**src/mes_pkg.sv**
```systemverilog
// Shared types and constants for the motion extremum segmenter.
package mes_pkg;

  localparam int FracBits = 16;
  localparam int AccWidth = 48;

  localparam logic [AccWidth-1:0] AccMax = {1'b0, {(AccWidth-1){1'b1}}};
  localparam logic [AccWidth-1:0] AccMin = {1'b1, {(AccWidth-1){1'b0}}};

  localparam logic [1:0] REG_AXIS    = 2'd0;
  localparam logic [1:0] REG_GRAVITY = 2'd1;

  localparam logic [1:0] EXT_MIN     = 2'd0;
  localparam logic [1:0] EXT_MAX     = 2'd1;
  localparam logic [1:0] EXT_VALLEY  = 2'd2;
  localparam logic [1:0] EXT_PLATEAU = 2'd3;

  localparam logic [1:0] MOVE_PLATEAU = 2'd0;
  localparam logic [1:0] MOVE_UP      = 2'd1;
  localparam logic [1:0] MOVE_DOWN    = 2'd2;

  localparam logic [21:0] GravityReset = 22'd642253;

  typedef struct packed {
    logic        first_of_track;
    logic [31:0] frame_number;
    logic [31:0] sample_time;
    logic [31:0] pos_x;
    logic [31:0] pos_y;
  } sample_t;

  typedef struct packed {
    logic [1:0]  move_kind;
    logic [31:0] from_frame;
    logic [31:0] to_frame;
    logic [31:0] from_time;
    logic [31:0] to_time;
    logic [31:0] shift_x;
    logic [31:0] shift_y;
    logic [31:0] mean_vel_x;
    logic [31:0] mean_vel_y;
    logic [46:0] work_x;
    logic [47:0] work_y;
  } segment_t;

  typedef struct packed {
    logic start;
    logic busy;
    logic done;
  } div_ctrl_t;

  function automatic logic [31:0] sat32(input logic signed [63:0] v);
    logic [31:0] r;
    if (v > 64'sd2147483647) r = 32'h7fff_ffff;
    else if (v < -64'sd2147483648) r = 32'h8000_0000;
    else r = v[31:0];
    return r;
  endfunction

  function automatic logic [AccWidth-1:0] acc_add(input logic [AccWidth-1:0] acc,
                                                  input logic neg,
                                                  input logic [63:0] m);
    logic signed [65:0] s;
    logic [AccWidth-1:0] r;
    s = neg ? $signed({{18{acc[AccWidth-1]}}, acc}) - $signed({2'b0, m})
            : $signed({{18{acc[AccWidth-1]}}, acc}) + $signed({2'b0, m});
    if (s > $signed({18'b0, AccMax})) r = AccMax;
    else if (s < $signed({{18{1'b1}}, AccMin})) r = AccMin;
    else r = s[AccWidth-1:0];
    return r;
  endfunction

endpackage

```
**src/mes_multiplier.sv**
```systemverilog
// Shared 32x32 multiplier building 64x64 products from four partial products.
module mes_multiplier import mes_pkg::*; (
  input  logic         clk_i,
  input  logic         rst_ni,
  input  logic         start_i,
  input  logic [63:0]  a_i,
  input  logic [63:0]  b_i,
  output logic         done_o,
  output logic [127:0] prod_o
);
  logic [63:0]  a_q, b_q;
  logic [127:0] acc_q;
  logic [2:0]   step_q;
  logic         busy_q, done_q;
  logic [31:0]  op_a, op_b;
  logic [63:0]  pp;
  logic [127:0] pp_shift;

  always_comb begin
    op_a = step_q[1] ? a_q[63:32] : a_q[31:0];
    op_b = step_q[0] ? b_q[63:32] : b_q[31:0];
    pp = {32'b0, op_a} * {32'b0, op_b};
    pp_shift = {64'b0, pp} << (7'd32 * ({6'b0, step_q[1]} + {6'b0, step_q[0]}));
  end

  always_ff @(posedge clk_i or negedge rst_ni) begin
    if (!rst_ni) begin
      busy_q <= 1'b0; done_q <= 1'b0; step_q <= '0;
    end else begin
      done_q <= 1'b0;
      if (start_i) begin
        busy_q <= 1'b1; step_q <= '0;
      end else if (busy_q) begin
        step_q <= step_q + 3'd1;
        if (step_q == 3'd3) begin
          busy_q <= 1'b0; done_q <= 1'b1;
        end
      end
    end
  end

  always_ff @(posedge clk_i) begin
    if (start_i) begin
      a_q <= a_i; b_q <= b_i; acc_q <= '0;
    end else if (busy_q) begin
      acc_q <= acc_q + pp_shift;
    end
  end

  assign done_o = done_q;
  assign prod_o = acc_q;
endmodule

```
**config.mk**
```make
export PLATFORM = sky130hd
export DESIGN_NAME = mes_multiplier
export DESIGN_NICKNAME = d
export VERILOG_FILES = /design/src/mes_pkg.sv /design/src/mes_multiplier.sv
export SDC_FILE = /design/constraint.sdc
export NUM_CORES = 2
export LEC_CHECK = 0
export ABC_AREA = 1
export BUFFER_PORTS_ARGS = -buffer_cell sky130_fd_sc_hd__clkbuf_2
export CORE_ASPECT_RATIO = 0.5
export CORE_MARGIN = 8
export CORE_UTILIZATION = 60
export DETAILED_ROUTE_END_ITERATION = 6
export PLACE_DENSITY_LB_ADDON = 0.15
export SLEW_MARGIN = 25
export SYNTH_ARGS = -nofsm -noshare
export SYNTH_HDL_FRONTEND = slang
export SYNTH_SLANG_ARGS = --single-unit
export TNS_END_PERCENT = 10
```
**constraint.sdc**
```tcl
create_clock -name clk_i -period 11 [get_ports clk_i]
set_input_delay 1.1 -clock clk_i [delete_from_list [all_inputs] [get_ports clk_i]]
set_output_delay 1.1 -clock clk_i [all_outputs]
set_load 0.01 [all_outputs]
```
# Word-level counts from Yosys, hierarchy flattened
# Cells that the tools add are included.
[totals]
register_bits = 261
latch_bits = 0
ramBits = 0
romBits = 0
in_bits = 131
output_inout_bits = 129
word_cells = 23
mem_count = 0
[classes]
add_sub_neg = 3
multipliers = 1
n_div = 0
n_lt_le_gt_ge = 0
n_eq_ne = 1
n_shift = 1
muxes = 10
n_bitwise = 0
reduce_logical = 1
[op_table]
columns = ["cell", "count"]
rows = [
  ["$add A128 B128 Y128", 1],
  ["$shl A64 B7 Y128", 1],
  ["$mul A32 B32 Y64", 1],
  ["$mux W32", 2],
  ["$mux W1", 6],
  ["$mux W3", 2],
  ["$add A3 B1 Y3 const B", 1],
  ["$eq A3 B2 Y1 const B", 1],
  ["$add A1 B1 Y2", 1],
  ["$reduce_bool A2 Y1", 1],
]

# Logic depth before layout (Yosys ltp)
[depth]
ltp_word = 4
depth_mapped = 56
mapped_depth_nobuf = 54

# Worst setup path after synthesis
# Ideal clock, no wire load.
[synth_timing]
kind = "reg-to-reg"
start = "register step_q[0]"
end = "register acc_q[63] (netlist: prod_o[63])"
setup_time_ps = 117
arrival_ps = 8752
t_required_ps = 10883
path_slack_ps = 2130
path_stages_with_launch = 43
path_buffers = 4
synth_period_minus_slack_ps = 8870
path_cell_list = "dfrtp_1 -> buf_2 -> clkbuf_1 -> nand2_1 -> o21ai_0 -> clkbuf_1 -> clkbuf_1 -> nor2_1 -> fa_1 -> fa_1 -> fa_1 -> inv_1 -> fa_1 -> inv_1 -> fa_1 -> fa_1 -> fa_1 -> inv_1 -> [7 not listed] -> nor2_1 -> nand3_1 -> a21o_1 -> or2_1 -> nand3_1 -> nand2_1 -> nor2_1 -> ha_1 -> a21oi_1 -> inv_1 -> nor2_1 -> nand2_1 -> nand2_1 -> nand2_1 -> a21oi_1 -> nand2_2 -> or2_2 -> a32o_1"
[synth_between]
elab_chain_cells = 4
elab_cells_between_ends = 5
cone_classes = "2 x add/sub; 1 x mul; 1 x shift; 1 x mux"
[synth_rtl]
columns = ["element", "line_no", "source"]
rows = [
  ["start, declared", "mes_multiplier.sv:13", "logic [2:0] step_q;"],
  ["start signal, assigned", "mes_multiplier.sv:34", "step_q <= step_q + 3'd1;"],
  ["$mux W32", "mes_multiplier.sv:21", "op_b = step_q[0] ? b_q[63:32] : b_q[31:0];"],
  ["$mul A32 B32 Y64", "mes_multiplier.sv:22", "pp = {32'b0, op_a} * {32'b0, op_b};"],
  ["$shl A64 B7 Y128 *", "mes_multiplier.sv:23", "pp_shift = {64'b0, pp} << (7'd32 * ({6'b0, step_q[1]} + {6'b0, step_q[0]}));"],
  ["$add A128 B128 Y128 *", "mes_multiplier.sv:46", "acc_q <= acc_q + pp_shift;"],
  ["end signal, assigned", "mes_multiplier.sv:46", ""],
  ["end, declared", "mes_multiplier.sv:12", "logic [127:0] acc_q;"],
]
# Mark *: on every way between the ends. The rest lies on a longest branch, timed or not.
# A chain may end at the register's enable or synchronous reset.

# Final worst setup path
[layout_timing]
start = "register step_q[1]"
end = "register acc_q[80] (netlist: prod_o[80])"
[layout_between]
elab_chain_cells = 4
elab_cells_between_ends = 5
cone_classes = "2 x add/sub; 1 x mul; 1 x shift; 1 x mux"
[layout_rtl]
columns = ["element", "line_no", "source"]
rows = [
  ["$mux W32", "mes_multiplier.sv:20", "op_a = step_q[1] ? a_q[63:32] : a_q[31:0];"],
  ["$mul A32 B32 Y64", "mes_multiplier.sv:22", ""],
  ["$shl A64 B7 Y128 *", "mes_multiplier.sv:23", ""],
  ["$add A128 B128 Y128 *", "mes_multiplier.sv:46", ""],
]
# Marked as above.

==> metrics.md <==
| Metric | Value |
|---|---|
| Status | `complete, but fails checks` |
| Failing checks | `DRC` |
| Seq cells post-synth | `around 260` |
| Yosys warning count | `0` |
| Die Y | `226 um` |
| Delay-heaviest family, CP | `adder cells` |
| Cell row count | `77` |
| Final Non-Filler Cells | `9,419` |
| Worst slack, placed | `-0.294 ns` |
| WP data required | `~12 ns` |
| Cts hold-fix bufs | `0` |
| DRT Pass-1 Iters | `7` |
| Worst min-delay path class | `in -> async` |
| Largest area contributor in the netlist | `fa_1` |
| # DRC | `14` |
| Unrepaired setup endpoints after global routing | `yes` |
| Die area | `slightly below 100,000 sq um` |
| Worst Max-Slew Pin Slew | `1.05 ns` |
| Post-Syn Nets | `8,563` |
| CP max-delay cell | `fa_1` |
| R2R cell count | `39` |
| Routed WL | `about 240 mm` |
| Depth of the CTS H-tree | `1` |
| WP data arrival | `11.58 ns` |
| Rel. slew slack | `a little under a third` |
| Final Hold Violating Endpoints | `0` |
| TritonCTS Buffers | `30` |
| Kind of critical path | `reg -> reg` |
| Max Fclk | `between 90 and 100 MHz` |
| Area grow syn2layout | `20.9%` |
| Most frequent CP cell | `fa_1` |
| Core ar. | `88,100 sq um` |
| Max layer used | `met5` |
| Via count | `around 57,000` |
| Initial antenna violation count | `6` |
| DP Wirelength | `slightly below 200 mm` |
| Synth cell types | `58` |
| Ports | `260` |
| Gate count of the mapped netlist | `~7,100` |
| Synthesized area per cell | `7.44 sq um` |
| Startpoint types | `flop` |
| Total track usage | `46.4%` |
| CTS tree | `yes` |
| Die width | `437 um` |
| Buffer depth of the longest clock path | `3` |
| CTS clk-pin slew, worst paths | `~0.080 ns` |
| Final Setup Violations | `0` |
| Commonest non-fill, non-tap cells in the layout | `1,414 x nand2_1, 1,398 x inv_1, 1,173 x nor2_1` |
| Port bufs | `between 200 and 300` |
| Number of synthesized flops with an enable pin | `128` |
| Final slew viol count | `0` |
| Clock Sinks | `roughly 260` |
| Worst path buffer plus inverter count | `11` |
| Remaining Overflow, GRT | `0` |
| Setup slack after layout | `0.0400 ns` |
| Mapped cell area | `53,200 sq um` |
| Metal1 wirelength | `82.4 mm` |
| Placer congestion estimate | `1.13` |
| Top post-synthesis cells by area | `fa_1 34%, nand2_1 10%, inv_1 9.9%, ha_1 9.2%, nor2_1 8.3%` |
| Root Buffer | `clkbuf_16` |
| Wire per inst | `25.2 um` |
| Post-route ant nets | `0` |
| Nets | `9,626` |
| Largest net degree at the start of global routing | `80` |
| Crit. path cell count | `39` |
| Vias/cell | `approximately 6` |
| Global-route wire length before repair | `345 mm` |
| FFs w/ async S/R, synth | `1.92%` |
| Skew-Pair Late Insertion Delay | `between 0.6 and 0.7 ns` |
| Placed insts | `9,343` |
| Starting density of the core | `60.4%` |
| Iteration-0 DRC Markers | `8,153` |
| Primary FF master, synth | `edfxtp_1` |
| Met3 wire length | `a little under 40 mm` |
| Final period utilization | `between 90% and 100%` |
| Post-synth top area share | `33.8%` |
| Fin crit period | `10.96 ns` |
| Commonest non-fill, non-tap cell in the layout | `nand2_1` |
| CP endpoint kind | `flop` |
| Share of layout cells above drive strength 1 | `18.6%` |
| CP Max Fanout | `17` |
| Sequential share of the synthesized area | `12.3%` |
| Worst clock skew | `0.0311 ns` |
| Met2 WL post-DR | `96.8 mm` |
| MaxCap Viol Count | `0` |
| Vias in the first global route | `about 58,000` |
| Worst stage delay on the critical path | `0.66 ns` |
cell families after synthesis:
logic type / count (synthesis) / share of synthesized area [%]
AO/OA/AOI/OAI: 950 / 10.0
flip-flops: 261 / 12.3
buffers and inverters: 1669 / 11.8
AND/OR/NAND/NOR: 2900 / 21.6
adder cells (fa/ha/maj): 1289 / 43.0
multiplexers: 2 / 0.0377
XOR/XNOR: 72 / 1.19
layout make-up:
| type | instances | area [sq um] |
|---|---|---|
| antenna | 4 | 10.0 |
| tap | 1185 | 1480 |
| timing repair buffer | 1250 | 9000 |
| fill | 6561 | 23800 |
| multi-input combinational | 5214 | 40700 |
| clock inverter | 23 | 239 |
| clock buffer | 33 | 792 |
| sequential | 261 | 6540 |
| inverter | 1449 | 5490 |
stage by stage:
stage / hold slack (ns) / setup TNS [ns] / util [%] / area [sq um]
4_1_cts: 0.226 / 0 / 72.4 / 63800
3_5_place_dp: 0.474 / -0.552 / 71.3 / 62700
2_1_floorplan: 0.492 / 0 / - / 53200
5_1_grt: 0.253 / -0.370 / 73.0 / 64300
3_3_place_gp: 0.471 / -0.478 / 71.3 / 62700
6_report: 0.260 / 0 / 73.0 / 64300
metal layers:
layer,vias up,GRT usage [%]
met3,1394,18.9
met5,-,0
met1,26700,57.5
met4,8,27.1
met2,4824,68.4
li1,23900,-
cell usage after synthesis (all sizes together), types with 2 or more instances:
| master | instances |
|---|---|
| dfrtp | 5 |
| a21boi | 11 |
| clkbuf | 196 |
| inv | 1419 |
| nand3b | 9 |
| o32ai | 5 |
| ha | 392 |
| xor2 | 41 |
| a21oi | 393 |
| edfxtp | 128 |
| mux2i | 2 |
| nor3 | 43 |
| a32o | 9 |
| or2 | 57 |
| o21a | 8 |
| and3 | 6 |
| nand2 | 1432 |
| o211ai | 10 |
| a31oi | 18 |
| o22ai | 12 |
| xnor2 | 31 |
| o21bai | 43 |
| buf | 24 |
| nand4 | 16 |
| nor2 | 1190 |
| o21ai | 394 |
| fa | 897 |
| a21o | 36 |
| nor4 | 7 |
| o2111ai | 5 |
| clkinv | 30 |
| nand3 | 139 |
| dfxtp | 128 |
final timing paths:
kind	from	end	slack, ns
max	step_q[1]	prod_o[80]	0.04
min	rst_ni	step_q[0]	0.26
max reg2reg	step_q[1]	prod_o[80]	0.04
min reg2reg	prod_o[114]	prod_o[114]	0.50
max in group asynchronous	rst_ni	busy_q	10.52
min in group clk_i	prod_o[114]	prod_o[114]	0.50
sequential cells by signal, indices dropped and copies added, names as in the netlist:
| signal | flops |
|---|---|
| a_q | 64 |
| b_q | 64 |
| busy_q | 1 |
| done_o | 1 |
| prod_o | 128 |
| step_q | 3 |
repair_timing:
action | in CTS | in global routing
cloned | 0 | 1
gates resized for setup | 5 | 85
setup buffers | 0 | 15
pin swaps | 0 | 4
setup endpoints to repair | 12 | 93
Power is not shown: default switching activity piles up to over one toggle a cycle in this logic, so the estimate is an artifact.
