## src/mes_pkg.sv

```systemverilog
// Shared types and constants for the motion extremum segmenter.
package mes_pkg;

  localparam int FracBits = 16;
  localparam int AccWidth = 48;

  localparam logic [AccWidth-1:0] AccMax = {1'b0, {(AccWidth-1){1'b1}}};
  localparam logic [AccWidth-1:0] AccMin = {1'b1, {(AccWidth-1){1'b0}}};

  localparam logic [1:0] REG_AXIS    = 2'd0;
  localparam logic [1:0] REG_GRAVITY = 2'd1;

  localparam logic [1:0] EXT_MIN     = 2'd0;
  localparam logic [1:0] EXT_MAX     = 2'd1;
  localparam logic [1:0] EXT_VALLEY  = 2'd2;
  localparam logic [1:0] EXT_PLATEAU = 2'd3;

  localparam logic [1:0] MOVE_PLATEAU = 2'd0;
  localparam logic [1:0] MOVE_UP      = 2'd1;
  localparam logic [1:0] MOVE_DOWN    = 2'd2;

  localparam logic [21:0] GravityReset = 22'd642253;

  typedef struct packed {
    logic        first_of_track;
    logic [31:0] frame_number;
    logic [31:0] sample_time;
    logic [31:0] pos_x;
    logic [31:0] pos_y;
  } sample_t;

  typedef struct packed {
    logic [1:0]  move_kind;
    logic [31:0] from_frame;
    logic [31:0] to_frame;
    logic [31:0] from_time;
    logic [31:0] to_time;
    logic [31:0] shift_x;
    logic [31:0] shift_y;
    logic [31:0] mean_vel_x;
    logic [31:0] mean_vel_y;
    logic [46:0] work_x;
    logic [47:0] work_y;
  } segment_t;

  typedef struct packed {
    logic start;
    logic busy;
    logic done;
  } div_ctrl_t;

  function automatic logic [31:0] sat32(input logic signed [63:0] v);
    logic [31:0] r;
    if (v > 64'sd2147483647) r = 32'h7fff_ffff;
    else if (v < -64'sd2147483648) r = 32'h8000_0000;
    else r = v[31:0];
    return r;
  endfunction

  function automatic logic [AccWidth-1:0] acc_add(input logic [AccWidth-1:0] acc,
                                                  input logic neg,
                                                  input logic [63:0] m);
    logic signed [65:0] s;
    logic [AccWidth-1:0] r;
    s = neg ? $signed({{18{acc[AccWidth-1]}}, acc}) - $signed({2'b0, m})
            : $signed({{18{acc[AccWidth-1]}}, acc}) + $signed({2'b0, m});
    if (s > $signed({18'b0, AccMax})) r = AccMax;
    else if (s < $signed({{18{1'b1}}, AccMin})) r = AccMin;
    else r = s[AccWidth-1:0];
    return r;
  endfunction

endpackage

```

## src/mes_divider.sv

```systemverilog
// Shared radix-2 restoring divider on magnitudes, one quotient bit a cycle.
module mes_divider import mes_pkg::*; (
  input  logic        clk_i,
  input  logic        rst_ni,
  input  logic        start_i,
  input  logic [63:0] num_i,
  input  logic [63:0] den_i,
  output logic        busy_o,
  output logic        done_o,
  output logic [63:0] quo_o
);
  logic [63:0] quo_q, quo_d, den_q, den_d;
  logic [64:0] rem_q, rem_d, trial;
  logic [6:0]  cnt_q, cnt_d;
  logic        busy_q, busy_d, done_q, done_d;

  always_comb begin
    quo_d = quo_q; den_d = den_q; rem_d = rem_q; cnt_d = cnt_q;
    busy_d = busy_q; done_d = 1'b0;
    trial = {rem_q[63:0], quo_q[63]} - {1'b0, den_q};
    if (start_i) begin
      quo_d = num_i; den_d = den_i; rem_d = '0; cnt_d = 7'd0; busy_d = 1'b1;
    end else if (busy_q) begin
      if (!trial[64]) begin
        rem_d = trial; quo_d = {quo_q[62:0], 1'b1};
      end else begin
        rem_d = {rem_q[63:0], quo_q[63]}; quo_d = {quo_q[62:0], 1'b0};
      end
      cnt_d = cnt_q + 7'd1;
      if (cnt_q == 7'd63) begin
        busy_d = 1'b0; done_d = 1'b1;
      end
    end
  end

  always_ff @(posedge clk_i or negedge rst_ni) begin
    if (!rst_ni) begin
      busy_q <= 1'b0; done_q <= 1'b0; cnt_q <= '0;
    end else begin
      busy_q <= busy_d; done_q <= done_d; cnt_q <= cnt_d;
    end
  end

  always_ff @(posedge clk_i) begin
    quo_q <= quo_d; den_q <= den_d; rem_q <= rem_d;
  end

  assign busy_o = busy_q;
  assign done_o = done_q;
  assign quo_o  = quo_q;
endmodule

```

## config.mk

```make
export PLATFORM = sky130hd
export DESIGN_NAME = mes_divider
export DESIGN_NICKNAME = d
export VERILOG_FILES = /design/src/mes_pkg.sv /design/src/mes_divider.sv
export SDC_FILE = /design/constraint.sdc
export NUM_CORES = 1
export LEC_CHECK = 0
export BUFFER_PORTS_ARGS = -buffer_cell sky130_fd_sc_hd__buf_2
export CAP_MARGIN = 20
export CORE_AREA = 2 2 177 144
export DETAILED_ROUTE_END_ITERATION = 12
export DIE_AREA = 0 0 179 146
export PLACE_DENSITY = 0.77
export SETUP_SLACK_MARGIN = 0.2
export SYNTH_ARGS = -nofsm -noshare
export SYNTH_HDL_FRONTEND = slang
export SYNTH_SLANG_ARGS = --single-unit
```

## constraint.sdc

```tcl
create_clock -name clk_i -period 5.1 [get_ports clk_i]
set_clock_uncertainty 0.2 [all_clocks]
set_input_delay 1.02 -clock clk_i [delete_from_list [all_inputs] [get_ports clk_i]]
set_output_delay 1.02 -clock clk_i [all_outputs]
set_load 0.005 [all_outputs]
```

Word-level counts from Yosys, hierarchy flattened:

Cells that the tools add are included.

* $add $sub $neg: 2
* equal/unequal tests: 1
* multiplexer cells: 12
* reduce and logical (&&, ||, !) cells: 1

Operators by type and width (number)
* $mux 64: 3
* $sub 65x64->65: 1
* $mux 7: 2
* $add 7x1->7 const B: 1
* $eq 7x6->1 const B: 1
* $mux 1: 7
* $reduce_bool 2->1: 1

* bits in registers: 201
* bits of input ports: 131
* output and inout bits: 66
* logic and storage cells: 22

Longest topological paths before layout:

Gate-level depths: netlist (run 1).

* word-level depth: 4
* mapped depth: 15
* mapped depth without buffers: 13

Worst setup path before layout (run 1):

No wires, ideal clock.

* path kind: reg2reg
* start point: reg quo_q[63] (netlist: quo_o[63])
* end point: reg rem_q[52]
* setup time: 0.073 ns
* data arrival time: 3.455 ns
* required time: 4.827 ns
* path slack: 1.372 ns
* cell stages (with the launch flop): 14
* period minus slack after synthesis: 3.728 ns
* path through: edfxtp_1 -> inv_1 -> ha_1 -> fa_1 -> nor2b_1 -> o2111ai_1 -> a31oi_2 -> a2111oi_4 -> nor4_4 -> nor4_4 -> o21a_1 -> or3_1 -> or4_1 -> o211ai_2

* longest elaborated chain between the ends: 2

RTL lines
* start, declared: line mes_divider.sv:12 `logic [63:0] quo_q, quo_d, den_q, den_d;`
* start signal, assigned: line mes_divider.sv:45 `quo_q <= quo_d; den_q <= den_d; rem_q <= rem_d;`
* $sub 65x64->65: line mes_divider.sv:20 `trial = {rem_q[63:0], quo_q[63]} - {1'b0, den_q};`
* $mux 64: line mes_divider.sv:24 `if (!trial[64]) begin`
* end signal, assigned: line mes_divider.sv:45
* end, declared: line mes_divider.sv:13 `logic [64:0] rem_q, rem_d, trial;`

Every way passes these cells.
A chain may end at the register's enable or synchronous reset.

Worst setup path after layout (run 1):

Same ends and word-level chain as after synthesis.

==> reports/metrics.cfg, run 1 <==
[routing]
drc = 0
ant_nets = 0
drt_wl_total_mm = 31.4
num_vias = 10100
wire_per_inst_um = 18.1
firstDrtPassIters = 5
vias_per_cell = 5.82
drt_iter0_drc = 1181

[power]
internal-power_w = 0.00309
seqPwrFrac_pct = 46.4
netSwitchingPower_w = 0.000975
sw_frac_of_total_pct = 24.0
p_per_area_mw_per_mm2 = 290
ir_drop_mv = 0.280
p_clk_share_pct = 42.4
p_leak_nw = 6.06
comb_power_share_pct = 11.2

[synth]
synthAdderAreaFrac_pct = 6.94
syn_inst = 1234
synthArstFlopShare_pct = 4.48
yosys_warnings = 0
yosysSeqAreaShare_pct = 44.6
synthMuxAreaShare_pct = 7.66
synth_top_family_by_area = compound AO/OA/AOI/OAI gates
ys_ff_latch = 201
synth_top_area_cell = edfxtp_1
synth-xor-area-share_pct = 3.94
yosysMostFrequentCell = nand2_1
synth_top_area_share_pct = 32.0
synth-simple-area-share_pct = 14.0
synth_edf_count = 128
syn_area_mm2 = 0.0120
synth_area_leaders = edfxtp_1 (32%), dfxtp_1 (11%), ha_1 (6.8%)
synth_compound_area_share_pct = 17.9
syn_nets = 1431
synth_common_cells = nand2_1 (136), edfxtp_1 (128), nor2_1 (91)
yosys_most_used_dff = edfxtp_1
ys_types = 72
syn_avg_cell_area_um2 = 9.73

[sta]
max_freq_mhz = 227
min_period_ns = 4.40
slew_headroom_pct = 26.3
tightest_slew_ns = 1.11
hold_viol = 0
fin_crit_sh_pct = 86.3
finalSetupViolations = 0
grt_setup_unrepaired = false
tns_ns = 0
slew_viol_final = 0

[global_route]
grt.total_usage_pct = 23.6
grt_max_degree = 80
grt_antenna_before_repair = 0
grt_first_pass_wirelength_mm = 49.9
overflow = 0
grt_pass1_vias = 9463

[floorplanning]
die_area_mm2 = 0.0261
core_region_area_mm2 = 0.0242
die_w_um = 179
die_h_um = 146
num_rows = 51
start_util_pct = 49.7
io_pins = 197

[cts]
postCtsSetupBuffers = 0
ctsResizeCount = 0
cts_made_buffers = 23
clock_latency_ns = 0.53
cts-root-buf = clkbuf_16
clk_pin_slew_ns = 0.07
cts.sinks = 201
cts_tree = built
clockBufferDepth = 3
hold_buffers = 0
htree_num_levels = 1

[cells_and_area]
area_growth_pct = 16.8
diodes = 0
fillers = 2101
fin_nets = 1596
layout.cells.non_filler = 1734
ff_latch_area_mm2 = 0.00535
multi_input_area_mm2 = 0.00607
drive_gt1_share_pct = 23.2

[worst_setup_path]
critPathKind = flop to flop
required_ns = 5.34
worstSetupStartpointType = flop
ff2ff_path_depth = 13
reg2reg_to = rem_q[52]
crit_path_max_fanout = 10
worstReg2RegStart = quo_o[63]
endpoint_kind = flop
worstPathArrival_ns = 4.64
ff2ff_setup_slack_ns = 0.70

[min_path]
hold_class = input pin to async pin

[place]
place.port_buffers = 196
dpl.cell_count = 1692
hpwl_mm = 22.7
place_congestion = 0.950

[run]
maxCapViolCount = 0

[run_status]
outcome = complete, no violations

[area by class of cell]
class                   instances  share of cell area [%]
inverters                      87                    2.33
multi-input cells             878                    43.3
well taps                     318                    2.84
clock inverters                 9                   0.955
clock buffers                  33                    4.66
flip-flops and latches        201                    38.2
repair buffers                208                    7.77
[cell usage in the layout, fill, tap and decap left out, types with 24 or more instances in the layout]
master      n
ha_1       65
nor2_1     90
nand2_1   136
a21o_1     31
inv_1      86
a311oi_1   27
xnor2_1    31
buf_2     195
a21oi_1    86
nand4_1    24
o21ai_0    56
dfxtp_1    64
edfxtp_1  128
mux2_2     63
nand3_1    28
[worst max-delay path: stages (launching register included)]
cell	delay (ns)
edfxtp_1	0.38
inv_1	0.07
ha_1	0.22
fa_1	0.40
nor2b_1	0.18
o2111ai_1	0.21
a31oi_2	0.39
a2111oi_4	0.15
nor4_4	0.41
nor4_4	0.09
o21a_1	0.24
or3_2	0.63
or4_1	0.58
o211ai_2	0.15
[kinds of logic (layout without fill, tap and decap cells)]
logic type,after synthesis,after routing
AO/OA/AOI/OAI,318,318
XOR/XNOR,54,54
adder cells (fa/ha/maj),66,66
buffers and inverters,155,337
flip-flops,201,201
multiplexers,84,84
AND/OR/NAND/NOR,356,356
[metal layers]
| metal | up-vias | share of wire (%) | track usage (%) |
|---|---|---|---|
| met4 | 0 | 2.3 | 5.85 |
| met1 | 4793 | 46 | 34.8 |
| met3 | 60 | 6.4 | 3.47 |
| met2 | 356 | 45 | 36.2 |
| met5 | - | 0 | 0 |
| li1 | 4880 | - | - |
[power by group through the flow]
stage,Combinational (W),Sequential (W),Clock (W)
floorplan,0.000261,0.00192,0
global placement,0.000442,0.00192,0
detailed placement,0.000448,0.00192,0
CTS,0.000453,0.00189,0.00176
global route,0.000497,0.00190,0.00182
finish,0.000455,0.00189,0.00172
[flip-flops by register name (all words and copies together) (netlist names)]
signal  count
den_q      64
quo_o      64
rem_q      64
cnt_q       7
busy_o      1
done_o      1
[through the flow]
| step | utilization, % | hold WS, ns | setup slack, ns | cell area (um2) | power (W) |
|---|---|---|---|---|---|
| after floorplan | - | 0.250 | 1.37 | 12000 | 0.00218 |
| after global placement | 54.7 | 0.273 | 0.879 | 13200 | 0.00236 |
| after detailed placement | 54.7 | 0.281 | 0.781 | 13200 | 0.00237 |
| after CTS | 58.0 | 0.116 | 0.701 | 14000 | 0.00410 |
| after global routing | 58.0 | 0.130 | 0.414 | 14000 | 0.00422 |
| final | 58.0 | 0.121 | 0.698 | 14000 | 0.00407 |
[how the worst max path moves through the flow]
stage / start / to / slack (ns) / cells after the start
floorplan: quo_o[63] / rem_q[52] / 1.37 / 13
global placement: quo_o[63] / rem_q[52] / 0.88 / 13
detailed placement: quo_o[63] / rem_q[52] / 0.78 / 13
CTS: quo_o[63] / rem_q[52] / 0.70 / 13
global route: quo_o[63] / rem_q[8] / 0.41 / 13
finish: quo_o[63] / rem_q[52] / 0.70 / 13
(Power assumes the default switching activity.)
==> run 2, diff against run 1 <==
==> constraint.sdc (replaced) <==
create_clock -name clk_i -period 5.1 [get_ports clk_i]
set_clock_uncertainty 0.2 [all_clocks]
set_input_delay 0.765 -clock clk_i [delete_from_list [all_inputs] [get_ports clk_i]]
set_output_delay 0.765 -clock clk_i [all_outputs]
set_load 0.005 [all_outputs]
==> run 2 against run 1 <==
Against the previous run: sequential power about the same; largest power group unchanged; sequential share of layout area increased by 0.16 points; combinational power about the same; worst hold slack improved by 0.096 ns; register-to-register slack improved by 0.05 ns; die area unchanged; utilization decreased by 0.24 points; via count decreased by 0.19%; critical path depth increased by 1; largest cell class unchanged; cell count about the same; total power decreased by 3.6%.
==> reports/metrics.cfg, run 2 (synthesis results as in run 1) <==
[run]
maxCapViolCount = 0

[sta]
slew_headroom_pct = 41.5
min_period_ns = 4.35
grt_setup_unrepaired = false
finalSetupViolations = 0
max_freq_mhz = 230
fin_crit_sh_pct = 85.3
slew_viol_final = 0
tns_ns = 0
holdWs_ns = 0.217
hold_viol = 0
tightest_slew_ns = 0.878
fin_ws_ns = 0.747

[cts]
htree_num_levels = 1
cts_tree = built
clock_latency_ns = 0.52
ctsResizeCount = 0
clockBufferDepth = 3
cts.sinks = 201
cts_made_buffers = 22
cts-root-buf = clkbuf_16
clk_pin_slew_ns = 0.06

[routing]
top_layer_used = met5
drc = 0
wl_met2_mm = 13.7
ant_nets = 0
drt_wl_total_mm = 30.9
drt-met1-wl_mm = 14.3
wire_per_inst_um = 17.8
firstDrtPassIters = 5
vias_per_cell = 5.81
drt_iter0_drc = 996
wl_met3_mm = 2.06
num_vias = 10100

[power]
p_clk_share_pct = 40.3
comb_power_share_pct = 11.6
total_power_w = 0.00392
p_leak_nw = 6.02
p_per_area_mw_per_mm2 = 281
internal-power_w = 0.00297
ir_drop_mv = 0.194
seqPwrFrac_pct = 48.1
netSwitchingPower_w = 0.000959
sw_frac_of_total_pct = 24.4

[floorplanning]
num_rows = 51
die_area_mm2 = 0.0261
start_util_pct = 49.7
die_w_um = 179
core_region_area_mm2 = 0.0242
io_pins = 197
die_h_um = 146

[worst_setup_path]
worstSetupStartpointType = flop
path_common_cell = nor4_4
ff2ff_setup_slack_ns = 0.75
critPathKind = flop to flop
endpoint_kind = flop
cp_slowest_stage_delay_ns = 0.46
path_cells = inv_1 > ha_1 > fa_1 > nor2b_1 > o2111ai_1 > a31oi_2 > a2111oi_4 > nor4_4 > nor4_4 > nor3_1 > or3_2 > buf_4 > nand2_1 > a311oi_1
required_ns = 5.31
worstPathArrival_ns = 4.56
cp_slowest_cell = nor3_1
cp_top_family = simple AND/OR/NAND/NOR gates
crit_path_max_fanout = 31
worstPathBufferInverterCount = 2

[global_route]
grt_max_degree = 101
grt_first_pass_wirelength_mm = 49.8
grt.total_usage_pct = 23.4
grt_pass1_vias = 9612
overflow = 0
grt_antenna_before_repair = 1

[cells_and_area]
diodes = 0
finalCoreUtilization_pct = 57.8
area_growth_pct = 16.3
mostFrequentLayoutCells = buf_2 (195), nand2_1 (136), edfxtp_1 (128)
layout_commonest_cell = buf_2
fin_nets = 1596
drive_gt1_share_pct = 23.2
fillers = 2077

[min_path]
hold_class = input pin to flop

[place]
place.port_buffers = 196
hpwl_mm = 22.3
pre_cts_ws_ns = 0.799
place_congestion = 0.960

[run_status]
outcome = complete, no violations

## run 2: cell types whose count changed in the layout (fill, tap and decap cells not counted)
cell           previous run  this run
buf_4                    11        10
buf_8                     0         1
bufinv_16                 3         2
clkbuf_1                  6         5
clkbuf_16                23        22
clkbuf_8                  4         1
clkinv_2                  4         5
clkinv_4                  0         1
clkinv_8                  0         1
clkinvlp_4                0         2
dlygate4sd3_1             0         1
inv_16                    1         0
## run 2: metrics by stage
stage,instance area (um2),std cells
2_1_floorplan,12000,1234
3_3_place_gp,13200,1691
3_5_place_dp,13200,1691
4_1_cts,14000,1732
5_1_grt,14000,1733
6_report,14000,1733
## run 2: area by class of cell
cell class	count	area (um2)	share of cell area (%)
Clock buffer	28	583	4.17
Clock inverter	12	129	0.923
Inverter	87	327	2.34
Multi-Input combinational cell	878	6070	43.5
Timing Repair Buffer	209	1110	7.93
Tap cell	318	398	2.85
Sequential cell	201	5350	38.3
## run 2: worst paths after layout
path | cells after the start | end | start
max | 14 | rem_q[30] | quo_o[63]
max reg2reg | 14 | rem_q[30] | quo_o[63]
min reg2reg | 2 | rem_q[36] | rem_q[36]
max in group asynchronous | 2 | busy_o | rst_ni
min | 1 | den_q[32] | den_i[32]
min in group asynchronous | 2 | cnt_q[5] | rst_ni
## run 2: power by group through the flow
stage | Clock [W] | Combinational (W) | Sequential, W
6_report | 0.00158 | 0.000455 | 0.00189
5_1_grt | 0.00169 | 0.000500 | 0.00190
3_5_place_dp | 0 | 0.000447 | 0.00192
4_1_cts | 0.00162 | 0.000451 | 0.00189
2_1_floorplan | 0 | 0.000261 | 0.00192
3_3_place_gp | 0 | 0.000442 | 0.00192
## run 2: routing by layer
layer / track usage, % / vias to the layer above
met5: 0 / -
met4: 6.14 / 2
met3: 4.41 / 65
met2: 36.0 / 352
met1: 33.7 / 4797
li1: - / 4854
## run 2: timing repair
action                                 4_1_cts  5_1_grt
setup buffers                                0        0
hold buffers                                 1        0
endpoints found under the hold margin        9        0
==> run 3, diff against run 2 <==
Settings changed: ABC_AREA set to 1, CORE_AREA 2 2 177 144 to 2 2 194 158, DIE_AREA 0 0 179 146 to 0 0 196 160, PLACE_DENSITY 0.77 to 0.76.
==> run 3 against run 2 <==
Against the previous run: worst hold slack got worse by 0.025 ns; critical endpoint is now rem_q[33]; largest power group unchanged; sequential cell count unchanged; die area is 20% higher.
==> reports/metrics.cfg, run 3 <==
[power]
p_per_area_mw_per_mm2 = 236
seqPwrFrac_pct = 48.2
total_power_w = 0.00389
netSwitchingPower_w = 0.00100
comb_power_share_pct = 11.9
ir_drop_mv = 0.223
internal-power_w = 0.00289
p_clk_share_pct = 39.9
p_leak_nw = 9.70
sw_frac_of_total_pct = 25.8

[cts]
cts-root-buf = clkbuf_16
cts_tree = built
htree_num_levels = 1
ctsResizeCount = 0
cts_made_buffers = 22
clock_latency_ns = 0.54
cts.sinks = 201
clk_pin_slew_ns = 0.06
clockBufferDepth = 3

[synth]
synth_top_area_cell = nand2_1
ys_types = 35
yosys_warnings = 0
syn_nets = 2498
yosysSeqAreaShare_pct = 37.0
synth_common_cells = nand2_1 (1,094), inv_1 (506), edfxtp_1 (128)
yosysMostFrequentCell = nand2_1
yosys_most_used_dff = edfxtp_1
synth_area_leaders = nand2_1 (28%), edfxtp_1 (27%), inv_1 (13%)
ys_ff_latch = 201
syn_area_mm2 = 0.0145
syn_inst = 2301
synth_top_area_share_pct = 28.4
synth_edf_count = 128
syn_avg_cell_area_um2 = 6.28
synthArstFlopShare_pct = 4.48

[sta]
slew_viol_final = 0
finalSetupViolations = 0
tns_ns = 0
grt_setup_unrepaired = false
min_period_ns = 3.39
max_freq_mhz = 295
holdWs_ns = 0.193
tightest_slew_ns = 0.826
fin_crit_sh_pct = 66.5
slew_headroom_pct = 44.9
hold_viol = 0

[worst_setup_path]
critPathKind = flop to flop
required_ns = 5.31
worstSetupStartpointType = flop
worstReg2RegStart = quo_o[63]
worstPathArrival_ns = 3.61
endpoint_kind = flop
crit_path_max_fanout = 65
reg2reg_to = rem_q[33]
ff2ff_setup_slack_ns = 1.71
ff2ff_path_depth = 20

[floorplanning]
die_area_mm2 = 0.0314
core_region_area_mm2 = 0.0297
num_rows = 57
die_h_um = 160
io_pins = 197
die_w_um = 196
start_util_pct = 48.7

[routing]
drt_iter0_drc = 979
firstDrtPassIters = 5
drc = 0
vias_per_cell = 4.83
wire_per_inst_um = 14.7
ant_nets = 0
num_vias = 13900
drt_wl_total_mm = 42.5

[global_route]
grt.total_usage_pct = 27.2
grt_pass1_vias = 13100
grt_antenna_before_repair = 3
grt_first_pass_wirelength_mm = 67.8
overflow = 0
grt_max_degree = 68

[min_path]
min_path_cells = 1
hold_class = input pin to flop
hp-start = den_i[10]
whs_endpoint = den_q[10]

[place]
place_congestion = 0.979
hpwl_mm = 33.6
place.port_buffers = 196

[cells_and_area]
drive_gt1_share_pct = 10.4
fin_nets = 2684
finalCoreUtilization_pct = 55.6
area_growth_pct = 14.1
layout_commonest_cell = nand2_1
mostFrequentLayoutCells = nand2_1 (1,093), inv_1 (504), buf_2 (195)

[run_status]
outcome = complete, no violations

[run]
maxCapViolCount = 0

==> run 3: cell types whose count changed after synthesis, moves of 21 or more <==
cell / delta
mux2_2: -63
o21ai_0: -42
a311oi_1: -27
a21oi_1: -35
nand2_1: +958
nand3_1: +97
inv_1: +419
mux2i_1: -21
clkbuf_1: -29
a21o_1: -31
==> run 3: repair_timing <==
item,4_1_cts,5_1_grt
buffers inserted,0,0
hold endpoints to repair,9,0
hold buffers,1,0
==> run 3: area by class of cell <==
class                   instances  area [um2]
flip-flops and latches        201        5350
inverters                     509        1910
clock buffers                  30         601
well taps                     383         479
multi-input cells            1548        6970
clock inverters                 9        92.6
repair buffers                205        1080
diodes                          3        7.51
fillers                      3025       13200
==> run 3: logic make-up (layout without fill, tap and decap cells) <==
group / Yosys count / in the layout / share of synthesized area, %
AND/OR/NAND/NOR: 1380 / 1380 / 37.9
buffers and inverters: 552 / 753 / 14.8
flip-flops: 201 / 201 / 37.0
AO/OA/AOI/OAI: 71 / 71 / 2.56
adder cells (fa/ha/maj): 66 / 66 / 5.77
XOR/XNOR: 31 / 31 / 1.88
other: 0 / 3 / 0
==> run 3: per-stage QoR <==
stage / setup slack [ns] / std cells / instance area (um2)
after global placement: 1.66 / 2843 / 15700
after CTS: 1.72 / 2884 / 16500
final: 1.71 / 2888 / 16500
after detailed placement: 1.75 / 2844 / 15800
after floorplan: 1.73 / 2301 / 14500
after global routing: 1.40 / 2885 / 16500
==> run 3: worst max path at each step <==
stage,start,endpoint,slack (ns),cells past startpoint
after floorplan,start_i,quo_o[0],1.73,5
after global placement,quo_o[63],rem_q[0],1.66,19
after detailed placement,quo_o[63],rem_q[56],1.75,20
after CTS,quo_o[63],rem_q[56],1.72,20
after global routing,quo_o[63],rem_q[25],1.40,20
final,quo_o[63],rem_q[33],1.71,20
==> run 3: power groups by stage <==
stage          sequential (W)  combinational [W]  clock, W
3_5_place_dp          0.00191           0.000460         0
3_3_place_gp          0.00191           0.000453         0
2_1_floorplan         0.00190           0.000263         0
5_1_grt               0.00189           0.000526   0.00165
6_report              0.00188           0.000464   0.00155
4_1_cts               0.00188           0.000463   0.00158
==> run 3: worst max-delay path, cell delays in order (launching register included) <==
cell and delay, ns:
edfxtp_1 0.34, inv_1 0.06, ha_1 0.22, fa_1 0.42
inv_1 0.12, nand2_1 0.06, nand2_1 0.07, nand3_1 0.08
nand2_2 0.12, nand2_1 0.07, nand2_2 0.10, nand2_1 0.07
nand2_2 0.08, nand2_2 0.08, nand2_2 0.10, nand2_1 0.07
nand2_2 0.05, buf_4 0.59, nand2_1 0.12, nand3_1 0.12
nand2_1 0.06
==> run 3: metal layers <==
layer,GRT usage (%),up-vias,part of all wire (%)
li1,-,7232,-
met1,39.8,6261,49
met2,42.9,409,43
met3,4.69,37,7.0
met4,4.24,2,1.4
met5,0,-,0.026
